<file path="src/rtl/core/msfcb_pkg.sv">
// Shared types and constants for the maximum spanning forest cycle breaker.
// Holds the request and result records, the micro-operation codes and the
// command and status records between the controller and the datapath.
package msfcb_pkg;

  localparam int VCOUNT_W     = 11;
  localparam logic [VCOUNT_W-1:0] VCOUNT_RESET = 11'd1024;
  localparam int RANK_W       = 4;

  typedef enum logic [1:0] {
    ACT_LOAD  = 2'd0,
    ACT_SOLVE = 2'd1,
    ACT_READ  = 2'd2,
    ACT_NONE  = 2'd3
  } action_t;

  typedef enum logic [1:0] {
    KIND_SUMMARY = 2'd0,
    KIND_EDGE    = 2'd1,
    KIND_END     = 2'd2
  } kind_t;

  typedef struct packed {
    logic [1:0]         action;
    logic [9:0]         src_vertex;
    logic [9:0]         dst_vertex;
    logic signed [15:0] edge_weight;
  } in_item_t;

  typedef struct packed {
    logic [1:0]         result_kind;
    logic [9:0]         removed_src;
    logic [9:0]         removed_dst;
    logic signed [15:0] removed_weight;
    logic [12:0]        removed_count;
    logic signed [27:0] removed_total;
    logic               edge_overflow;
    logic               is_last;
  } out_item_t;

  typedef enum logic [4:0] {
    OP_IDLE,
    OP_LOAD,
    OP_INIT_START,
    OP_INIT,
    OP_B_RD,
    OP_B_WR,
    OP_SORT_START,
    OP_SEG,
    OP_M_RD,
    OP_M_WR,
    OP_M_NEXT,
    OP_IDX_CLR,
    OP_K_KEY,
    OP_K_EDGE,
    OP_F_START,
    OP_F_RD,
    OP_F_CHK,
    OP_C_RD,
    OP_C_CHK,
    OP_L_RD,
    OP_L_WR,
    OP_I_INC,
    OP_CL_START,
    OP_CL_RD,
    OP_CL_WR,
    OP_EMIT_SUM,
    OP_R_KEY,
    OP_R_EDGE,
    OP_EMIT_EDGE,
    OP_EMIT_END
  } op_t;

  typedef struct packed {
    op_t  op;
    logic phase;
  } cmd_t;

  typedef struct packed {
    logic out_free;
    logic vc_last;
    logic i_done;
    logic sort_done;
    logic seg_end;
    logic p_eq_r;
    logic on_dst;
    logic roots_same;
    logic ptr_lt;
  } sts_t;

endpackage

</file>
<file path="src/rtl/core/msfcb_ctrl.sv">
// Controller state machine: sequences load, solve (init, sort, Kruskal,
// collect, sort) and readout. Depends on msfcb_pkg; drives msfcb_datapath.
module msfcb_ctrl (
  input  logic             clk,
  input  logic             rst,
  input  logic             in_valid,
  input  logic [1:0]       in_action,
  output logic             in_ready,
  input  msfcb_pkg::sts_t  sts,
  output msfcb_pkg::cmd_t  cmd
);
  import msfcb_pkg::*;

  localparam int NS = 29;

  typedef enum logic [NS-1:0] {
    S_IDLE    = NS'(1) << 0,
    S_INIT    = NS'(1) << 1,
    S_B_CHK   = NS'(1) << 2,
    S_B_RD    = NS'(1) << 3,
    S_B_WR    = NS'(1) << 4,
    S_S_CHK   = NS'(1) << 5,
    S_SEG     = NS'(1) << 6,
    S_M_RD    = NS'(1) << 7,
    S_M_WR    = NS'(1) << 8,
    S_M_CHK   = NS'(1) << 9,
    S_K_CHK   = NS'(1) << 10,
    S_K_KEY   = NS'(1) << 11,
    S_K_EDGE  = NS'(1) << 12,
    S_F_START = NS'(1) << 13,
    S_F_RD    = NS'(1) << 14,
    S_F_CHK   = NS'(1) << 15,
    S_C_RD    = NS'(1) << 16,
    S_C_CHK   = NS'(1) << 17,
    S_K_CMP   = NS'(1) << 18,
    S_L_RD    = NS'(1) << 19,
    S_L_WR    = NS'(1) << 20,
    S_CL_CHK  = NS'(1) << 21,
    S_CL_RD   = NS'(1) << 22,
    S_CL_WR   = NS'(1) << 23,
    S_SUM     = NS'(1) << 24,
    S_R_KEY   = NS'(1) << 25,
    S_R_EDGE  = NS'(1) << 26,
    S_R_OUT   = NS'(1) << 27,
    S_R_END   = NS'(1) << 28
  } state_t;

  state_t state, state_next;
  logic   phase, phase_next;

  assign in_ready = (state == S_IDLE);

  always_comb begin
    state_next = state;
    phase_next = phase;
    cmd.op     = OP_IDLE;
    cmd.phase  = phase;
    unique case (state)
      S_IDLE: begin
        if (in_valid) begin
          if (in_action == ACT_LOAD) begin
            cmd.op = OP_LOAD;
          end else if (in_action == ACT_SOLVE) begin
            cmd.op     = OP_INIT_START;
            state_next = S_INIT;
          end else if (in_action == ACT_READ) begin
            state_next = sts.ptr_lt ? S_R_KEY : S_R_END;
          end
        end
      end
      S_INIT: begin
        cmd.op = OP_INIT;
        if (sts.vc_last) state_next = S_B_CHK;
      end
      S_B_CHK: begin
        if (sts.i_done) begin
          cmd.op     = OP_SORT_START;
          cmd.phase  = 1'b0;
          phase_next = 1'b0;
          state_next = S_S_CHK;
        end else begin
          state_next = S_B_RD;
        end
      end
      S_B_RD: begin
        cmd.op     = OP_B_RD;
        state_next = S_B_WR;
      end
      S_B_WR: begin
        cmd.op     = OP_B_WR;
        state_next = S_B_CHK;
      end
      S_S_CHK: begin
        if (!sts.sort_done) begin
          state_next = S_SEG;
        end else if (!phase) begin
          cmd.op     = OP_IDX_CLR;
          state_next = S_K_CHK;
        end else begin
          state_next = S_SUM;
        end
      end
      S_SEG: begin
        cmd.op     = OP_SEG;
        state_next = S_M_RD;
      end
      S_M_RD: begin
        cmd.op     = OP_M_RD;
        state_next = S_M_WR;
      end
      S_M_WR: begin
        cmd.op     = OP_M_WR;
        state_next = S_M_CHK;
      end
      S_M_CHK: begin
        if (sts.seg_end) begin
          cmd.op     = OP_M_NEXT;
          state_next = S_S_CHK;
        end else begin
          state_next = S_M_RD;
        end
      end
      S_K_CHK: begin
        if (sts.i_done) begin
          cmd.op     = OP_CL_START;
          state_next = S_CL_CHK;
        end else begin
          state_next = S_K_KEY;
        end
      end
      S_K_KEY: begin
        cmd.op     = OP_K_KEY;
        state_next = S_K_EDGE;
      end
      S_K_EDGE: begin
        cmd.op     = OP_K_EDGE;
        state_next = S_F_START;
      end
      S_F_START: begin
        cmd.op     = OP_F_START;
        state_next = S_F_RD;
      end
      S_F_RD: begin
        cmd.op     = OP_F_RD;
        state_next = S_F_CHK;
      end
      S_F_CHK: begin
        cmd.op     = OP_F_CHK;
        state_next = sts.p_eq_r ? S_C_RD : S_F_RD;
      end
      S_C_RD: begin
        cmd.op     = OP_C_RD;
        state_next = S_C_CHK;
      end
      S_C_CHK: begin
        cmd.op = OP_C_CHK;
        if (!sts.p_eq_r) state_next = S_C_RD;
        else state_next = sts.on_dst ? S_K_CMP : S_F_START;
      end
      S_K_CMP: begin
        if (sts.roots_same) begin
          cmd.op     = OP_I_INC;
          state_next = S_K_CHK;
        end else begin
          state_next = S_L_RD;
        end
      end
      S_L_RD: begin
        cmd.op     = OP_L_RD;
        state_next = S_L_WR;
      end
      S_L_WR: begin
        cmd.op     = OP_L_WR;
        state_next = S_K_CHK;
      end
      S_CL_CHK: begin
        if (sts.i_done) begin
          cmd.op     = OP_SORT_START;
          cmd.phase  = 1'b1;
          phase_next = 1'b1;
          state_next = S_S_CHK;
        end else begin
          state_next = S_CL_RD;
        end
      end
      S_CL_RD: begin
        cmd.op     = OP_CL_RD;
        state_next = S_CL_WR;
      end
      S_CL_WR: begin
        cmd.op     = OP_CL_WR;
        state_next = S_CL_CHK;
      end
      S_SUM: begin
        if (sts.out_free) begin
          cmd.op     = OP_EMIT_SUM;
          state_next = S_IDLE;
        end
      end
      S_R_KEY: begin
        cmd.op     = OP_R_KEY;
        state_next = S_R_EDGE;
      end
      S_R_EDGE: begin
        cmd.op     = OP_R_EDGE;
        state_next = S_R_OUT;
      end
      S_R_OUT: begin
        if (sts.out_free) begin
          cmd.op     = OP_EMIT_EDGE;
          state_next = S_IDLE;
        end
      end
      S_R_END: begin
        if (sts.out_free) begin
          cmd.op     = OP_EMIT_END;
          state_next = S_IDLE;
        end
      end
      default: state_next = S_IDLE;
    endcase
  end

  always_ff @(posedge clk) begin
    if (rst) begin
      state <= S_IDLE;
      phase <= 1'b0;
    end else begin
      state <= state_next;
      phase <= phase_next;
    end
  end

endmodule

</file>
<file path="config.mk">
export PLATFORM = sky130hd
export DESIGN_NAME = msfcb_ctrl
export DESIGN_NICKNAME = d
export VERILOG_FILES = /design/src/rtl/core/msfcb_pkg.sv /design/src/rtl/core/msfcb_ctrl.sv
export SDC_FILE = /design/constraint.sdc
export NUM_CORES = 1
export LEC_CHECK = 0
export BUFFER_PORTS_ARGS = -buffer_cell sky130_fd_sc_hd__buf_2
export CAP_MARGIN = 20
export CORE_MARGIN = 2
export CORE_UTILIZATION = 55
export DETAILED_ROUTE_END_ITERATION = 12
export GPL_TIMING_DRIVEN = 0
export HOLD_SLACK_MARGIN = 0.08
export PLACE_DENSITY = 0.77
export SYNTH_ARGS = -nofsm -noshare
export SYNTH_HDL_FRONTEND = slang
export SYNTH_SLANG_ARGS = --single-unit
export TNS_END_PERCENT = 20
</file>
<file path="constraint.sdc">
create_clock -name clk -period 3 [get_ports clk]
set_clock_uncertainty 0.05 [all_clocks]
set_input_delay 0.3 -clock clk [delete_from_list [all_inputs] [get_ports clk]]
set_output_delay 0.3 -clock clk [all_outputs]
set_load 0.05 [all_outputs]
</file>
After elaboration in Yosys (flattened, before gate mapping)
Cells that the tools add are included.

Flip-flop bits (word level): 30. RAM bits: 0. Memories: 0. Bits in latches: 0. Bits of input ports: 14. Memory bits (read-only): 0. Output and inout bits: 7.

Multipliers: 0. Shift-type cells: 0. Add/sub/neg operators: 0. Div/mod/pow operators: 0. Reduce and logical (&&, ||, !) cells: 5. $lt $le $gt $ge: 0. Equal/unequal tests: 38. Bitwise gates (word level): 0. Muxes and demuxes: 36.

Operators by type and width (count): one-hot mux 29 bit (27 select lines) (1); two-way mux 29 bit (7); one-hot mux 5 bit (29 select lines) (1); two-way mux 25 bit (2); two-way mux 19 bit (2); equality test 29 x 1 -> 1 bit, second input constant (1); equality test 29 x 10 -> 1 bit, second input constant (1); equality test 29 x 11 -> 1 bit, second input constant (1); equality test 29 x 12 -> 1 bit, second input constant (1); equality test 29 x 13 -> 1 bit, second input constant (1); equality test 29 x 14 -> 1 bit, second input constant (1); equality test 29 x 15 -> 1 bit, second input constant (1); equality test 29 x 16 -> 1 bit, second input constant (1); equality test 29 x 17 -> 1 bit, second input constant (1); equality test 29 x 18 -> 1 bit, second input constant (1); equality test 29 x 19 -> 1 bit, second input constant (1); equality test 29 x 2 -> 1 bit, second input constant (1); equality test 29 x 20 -> 1 bit, second input constant (1); equality test 29 x 21 -> 1 bit, second input constant (1); equality test 29 x 22 -> 1 bit, second input constant (1); equality test 29 x 23 -> 1 bit, second input constant (1); equality test 29 x 24 -> 1 bit, second input constant (1); equality test 29 x 25 -> 1 bit, second input constant (1); equality test 29 x 26 -> 1 bit, second input constant (1); 31 further kinds (47).

Longest topological paths before layout
Gate-level depths: netlist of run 1.

Depth in word-level cells: 6. Mapped depth: 8. Depth with buffers taken out: 6.

Worst setup path before layout of run 1
No wires, ideal clock.

Path type: register to output. From: register state[13]. To: output cmd[1] (netlist bit). Cell stages (with the launch flop): 7. Slack: 0.108 ns. Data arrival time: 2.542 ns. Cell sequence: dfxtp_1 -> buf_6 -> nor4_4 -> nand4_4 -> nor4b_4 -> nor4bb_1 -> or4b_1.

RTL lines: start: declaration (RTL line msfcb_ctrl.sv:48) `state_t state, state_next;`; start signal: assignment (RTL line msfcb_ctrl.sv:229) `state <= state_next;`; end: declaration (RTL line msfcb_ctrl.sv:10) `output msfcb_pkg::cmd_t cmd`.

==> impl_metrics.csv, run 1 <==
group,metric,value,unit
run_status,status,"completed",
cts,cts_tree,"built",
final_layout,layout_commonest_cell,"dfxtp_1",
routing,wl_met2,3071,µm
routing,first_pass_iters,5,
timing,rsz0062_at_grt,"true",
cts,clockRootBuffer,"clkbuf_8",
timing,hold_viol_final,0,
floorplanning,dieWidth,65.12,µm
power,p_int,0.7621,mW
synthesis,syn_nets,259,
power,p_clk_share,28.2,%
final_layout,area_growth,28.08,%
synthesis,synth_ff_type,"dfxtp_1",
synthesis,avgSynthCellArea,8.386,µm²
synthesis,synthCells,245,
final_layout,final_area,0.002631,mm²
cts,cts_buffer_depth,2,
final_layout,nNetsFinal,302,
worst_setup_path,start_kind,"register",
synthesis,async_flop_share,0,%
power,seq_power_share,34.0,%
synthesis,ys_ff_latch,30,
timing,finalSetupViolations,0,
timing,fmax,337.8,MHz
grt,antenna_found_initial,0,
routing,avgViaCountPerCell,6.677,
routing,met1_length,2573,µm
final_layout,num_antenna_cells,0,
worst_setup_path,required,2.65,ns
power,power.switching,0.4619,mW
cts,clkLatencyLatePin,0.29,ns
routing,drt_iter0_markers,257,
synthesis,ys_warn_count,0,
routing,ant_nets,0,
cts,clkSinkCount,30,
placement,post-place-ws,-0.04086,ns
timing,worst_pin_slew,0.5933,ns
synthesis,synth_edf_count,0,
worst_setup_path,endpoint_kind,"output port",
routing,top_layer_used,"met4",
routing,routed_wl,6560,µm
grt,grt_pass1_vias,2013,
placement,place_congestion,0.9741,
cts,numCtsBuffers,5,
synthesis,mappedNetlistArea,0.002054,mm²
job,cap_violations,0,
cts,h-tree-depth,2,
power,irDropWorstVdd,351.4,µV
floorplanning,die_h,65.12,µm
worst_setup_path,critPathArrivalTime,2.61,ns
placement,dp.cells,311,
floorplanning,die_area,0.004240,mm²
power,swShare,37.74,%
power,powerDensity,465.2,mW/mm²
placement,postPlaceCellArea,0.002205,mm²
cts,ctsHoldBuffers,0,
placement,dpl.hpwl,4211,µm
timing,period_needed,2.960,ns
routing,drc,0,
timing,timing.final.crit_share,98.68,%
placement,portBuffers,18,
routing,route.vias.total,2250,
grt,grt_pass1_wl,10090,µm
power,leakagePower,1.013,nW
routing,wl_per_cell,19.47,µm
grt,grt_max_degree,11,
timing,maxSlewHeadroom,60.44,%
floorplanning,start_util,56.54,%
synthesis,synth_cell_types,53,
grt,grt_usage,31.60,%
synthesis,seq_area_frac_synth,29.23,%
final_layout,mostFrequentLayoutCells,"28 x dfxtp_1, 27 x nor2_1, 18 x buf_4, 17 x buf_2, 13 x nand2_1",
final_layout,drive_gt1_share,30.45,%
routing,wl_met3,656,µm
floorplanning,io_pins,21,
timing,drv_slew,0,
worst_setup_path,crit_type,"reg2out",
worst_setup_path,crit_fanout,6,
timing,finalWorstSetupSlack,0.03957,ns
grt,grt-ovfl-total,0,
worst_hold_path,hp-class,"in2reg",
final_layout,fin_cells,337,
power,combPwrFrac,37.8,%
floorplanning,row_count,22,
power,finalPower,1.224,mW
cts,clk_pin_slew,0.06,ns
floorplanning,core-area,0.003633,mm²
## synth_stat cells (all sizes together), types with 3 or more instances
cell type | number | share of area (%)
dfxtp | 30 | 29
or3 | 4 | 1.2
xnor2 | 6 | 2.6
a211oi | 3 | 1.1
nand2 | 14 | 2.6
clkbuf | 5 | 0.91
nand4 | 11 | 4.4
nor2b | 6 | 1.8
nor2 | 28 | 5.1
nor3b | 5 | 1.8
o21ai | 4 | 0.97
inv | 3 | 0.55
a32oi | 3 | 1.3
nor4bb | 3 | 1.5
a21oi | 11 | 2.7
nor4b | 8 | 4.1
buf | 9 | 2.4
or4b | 5 | 2.4
nor4 | 22 | 10
nor3 | 16 | 4.4
nand4b | 7 | 3.0
or2 | 5 | 1.5
nand2b | 8 | 2.4
## registers in the layout, summed over array words and instances (netlist names)
name	count
state	29
phase	1
## worst max-delay path: stages (launching register included)
cell and delay (ns):
dfxtp_1 0.36, nor4_2 0.44, nand4_1 0.22, buf_4 0.22, nor4_4 0.37, a22o_1 0.26, a21o_1 0.12, or4b_1 0.11
clkbuf_4 0.22
## worst paths after layout
check        startpoint   endpoint  slack, ns  cells after the start
max           state[20]     cmd[1]       0.04                      8
min              sts[5]   state[6]       0.17                      2
min reg2reg   state[12]  state[14]       0.49                      1
max reg2reg   state[13]  state[28]       0.42                      8
## cell type report
class                      count  area [µm²]
sequential                    30       603.1
inverter                       3       11.26
buffer                        14       82.58
fill                         280        1002
clock buffer                   7       86.33
tap                           48       60.06
clock inverter                 1       5.005
timing repair buffer          36       242.7
multi-input combinational    198        1540
## logic make-up (layout without fill, tap and decap cells)
family                 Yosys count  in the layout  share of synthesized area [%]
flip-flops                      30             30                          29.23
multiplexers                     2              2                         0.9745
XOR/XNOR                         8              8                          3.411
AO/OA/AOI/OAI                   35             35                          11.82
AND/OR/NAND/NOR                153            153                          50.67
buffers and inverters           17             61                          3.897
## metrics by stage
stage	utilization (%)	TNS, ns	hold WS, ns
2_1_floorplan	-	0	0.3261
3_3_place_gp	60.67	-0.05811	0.4639
3_5_place_dp	60.67	-0.07472	0.4626
4_1_cts	68.15	0	0.1535
5_1_grt	72.42	-0.2596	0.1694
6_report	72.42	0	0.1681
## what timing repair did
| action | 4_1_cts | 5_1_grt |
|---|---|---|
| setup buffers | 13 | 5 |
| gates cloned | 0 | 0 |
| gates resized for setup | 13 | 26 |
| setup endpoints to repair | 6 | 5 |
| pin swaps | 7 | 11 |
## routing by layer
metal / up-vias / GRT usage [%]
met5: - / 0
met4: 0 / 15.89
met3: 34 / 5.993
met2: 130 / 47.81
met1: 1052 / 43.07
li1: 1034 / -
## power groups by stage
stage	Clock, mW	Sequential (mW)	Combinational [mW]
after CTS	0.347	0.415	0.422
final	0.345	0.416	0.463
after detailed placement	0	0.423	0.341
after floorplan	0	0.421	0.262
after global placement	0	0.422	0.341
after global routing	0.363	0.417	0.490
Power figures use the tool's default switching activity.
==> run 2, diff against run 1 <==
--- a/config.mk
+++ b/config.mk
@@ -13,6 +13,7 @@
 export GPL_TIMING_DRIVEN = 0
 export HOLD_SLACK_MARGIN = 0.08
 export PLACE_DENSITY = 0.77
+export SETUP_SLACK_MARGIN = 0.3
 export SYNTH_ARGS = -nofsm -noshare
 export SYNTH_HDL_FRONTEND = slang
 export SYNTH_SLANG_ARGS = --single-unit
==> run 2 against run 1 <==
The run now ends with setup timing left. Critical path depth did not move. Utilization rose by 9.4 points. Global-route usage rose by 5.0 points. Die area did not move. Clock power rose by 2%. Maximum frequency fell by 2.6%. Clock-buffer cell count did not move. Design area rose by 13%. Register-to-register slack barely moved. Via count rose by 12%. Total power rose by 11%. Critical path type unchanged. Critical endpoint is now cmd[5].
==> impl_metrics.csv, run 2 (same netlist as run 1, synthesis figures left out) <==
group,metric,value,unit
cts,h-tree-depth,2,
floorplanning,dieWidth,65.12,µm
run_status,status,"finished, violations left",
power,leakagePower,1.201,nW
timing,fmax,328.9,MHz
power,p_int,0.8405,mW
routing,ant_nets,0,
cts,clk_pin_slew,0.07,ns
power,power.switching,0.5240,mW
worst_setup_path,slowest_delay,0.56,ns
placement,dpl.hpwl,4141,µm
worst_setup_path,critPathArrivalTime,2.69,ns
grt,antenna_found_initial,0,
placement,post-place-ws,-0.01502,ns
floorplanning,start_util,56.54,%
timing,hold_ws,0.1314,ns
grt,globalRoute.busiestLayer,"met2",
timing,worst_pin_slew,0.6618,ns
power,p_clk_share,25.9,%
final_layout,drive_gt1_share,43.81,%
worst_setup_path,cp_num_buf_inv,3,
floorplanning,die_h,65.12,µm
grt,grt-ovfl-total,0,
routing,route.vias.total,2530,
worst_setup_path,crit_type,"reg2out",
floorplanning,die_area,0.004240,mm²
worst_setup_path,required,2.65,ns
power,seq_power_share,30.4,%
routing,avgViaCountPerCell,6.970,
final_layout,fin_util,81.78,%
final_layout,nNetsFinal,328,
worst_hold_path,hp-class,"in2reg",
power,powerDensity,459.2,mW/mm²
timing,drv_slew,0,
grt,grt_pass1_wl,11630,µm
timing,finalWorstSetupSlack,-0.04031,ns
floorplanning,core-area,0.003633,mm²
final_layout,num_antenna_cells,0,
final_layout,final_area,0.002972,mm²
cts,cts_tree,"built",
power,swShare,38.40,%
final_layout,mostFrequentLayoutCells,"44 x buf_4, 27 x nor2_1, 18 x dfxtp_1, 13 x buf_2, 12 x nand2_1",
timing,finalSetupViolations,1,
grt,use_met1,44.56,%
cts,numCtsBuffers,5,
final_layout,layout_commonest_cell,"buf_4",
routing,drc,0,
timing,timing.final.crit_share,101.3,%
run_status,violations,"setup timing",
worst_setup_path,slowest_stage,"nor4_1",
worst_setup_path,endpoint_kind,"output port",
grt,grt_pass1_vias,2332,
worst_setup_path,cpMostUsedCell,"buf_4",
worst_setup_path,crit_fanout,7,
cts,ctsHoldBuffers,0,
cts,cts_buffer_depth,2,
final_layout,largest_reg_flops,29,
placement,dp.cells,311,
power,irDropWorstVdd,362.0,µV
worst_setup_path,critical_path.cell_chain,"buf_6, nor4_4, buf_4, nand4_1, nor4_1, a21oi_1, nand4b_1, buf_4",
grt,use_met2,58.12,%
routing,wl_per_cell,21.81,µm
routing,first_pass_iters,6,
worst_setup_path,start_kind,"register",
worst_setup_path,path_delay_family,"simple AND/OR/NAND/NOR gates",
final_layout,multi_input_area,0.001610,mm²
final_layout,regMostFlops,"state",
timing,hold_viol_final,0,
placement,postPlaceCellArea,0.002208,mm²
final_layout,nFillCells,209,
final_layout,area_growth,44.64,%
grt,grt_use_met3,8.733,%
routing,routed_wl,7918,µm
final_layout,fin_cells,363,
placement,portBuffers,18,
placement,place_congestion,0.9502,
timing,period_needed,3.040,ns
routing,drt_iter0_markers,381,
timing,maxSlewHeadroom,55.88,%
cts,clockRootBuffer,"clkbuf_8",
cts,clkLatencyLatePin,0.30,ns
final_layout,largestRegisters,"state (29), phase (1)",
timing,rsz0062_at_grt,"true",
job,cap_violations,0,
floorplanning,row_count,22,
floorplanning,io_pins,21,
cts,clkSinkCount,30,
grt,grt_max_degree,11,
final_layout,ff_latch_area,620.6,µm²
power,combPwrFrac,43.7,%
grt,grt_usage,36.61,%
==> run 2: cell count changes in the layout (fill, tap and decap cells not counted), sizes merged <==
cell	change
clkbuf	-5
buf	+31
==> run 2: worst reg2reg max path: cells and delay by family, from the launching register on <==
family | cells | cell delay, ns
AND/OR/NAND/NOR | 4 | 1.37
AO/OA/AOI/OAI | 1 | 0.14
buffers and inverters | 4 | 0.65
flip-flops | 1 | 0.31
==> run 2: final timing paths <==
path	start	endpoint	slack, ns	cells past startpoint
hold reg to reg	state[12]	state[14]	0.48	1
setup reg to reg	state[10]	state[28]	0.41	9
setup / recovery	state[10]	cmd[5]	-0.04	8
hold / removal	sts[1]	state[19]	0.13	2
==> run 2: what timing repair did <==
item                       in CTS  in global routing
pin swaps                      20                  9
setup buffers                  34                 10
gates resized for setup        62                 15
setup endpoints to repair       6                  7
==> run 2: power by group through the flow <==
stage               clock network (mW)  logic, mW  registers, mW
floorplan                            0      0.264          0.421
global placement                     0      0.347          0.423
detailed placement                   0      0.350          0.423
CTS                              0.340      0.521          0.414
global route                     0.364      0.619          0.416
finish                           0.353      0.596          0.415
==> run 2: layer usage <==
metal	share of wire (%)	wire (µm)
met4	5.8	463
met5	0	0
met3	9.4	747
met1	38	3008
met2	47	3698
==> run 2: through the flow <==
stage | setup TNS [ns] | power (mW)
after floorplan | 0 | 0.6854
after CTS | 0 | 1.276
after global routing | -0.1831 | 1.399
after global placement | -0.1262 | 0.7692
final | -0.04031 | 1.364
after detailed placement | -0.02931 | 0.7723
==> run 2: cell type report <==
cell class / count / area share [%]
plain buffers: 14 / 3.705
clock buffers: 7 / 2.905
clock inverters: 1 / 0.1684
inverters: 3 / 0.3789
multi-input cells: 198 / 54.19
flip-flops and latches: 30 / 20.88
well taps: 48 / 2.021
repair buffers: 62 / 15.75
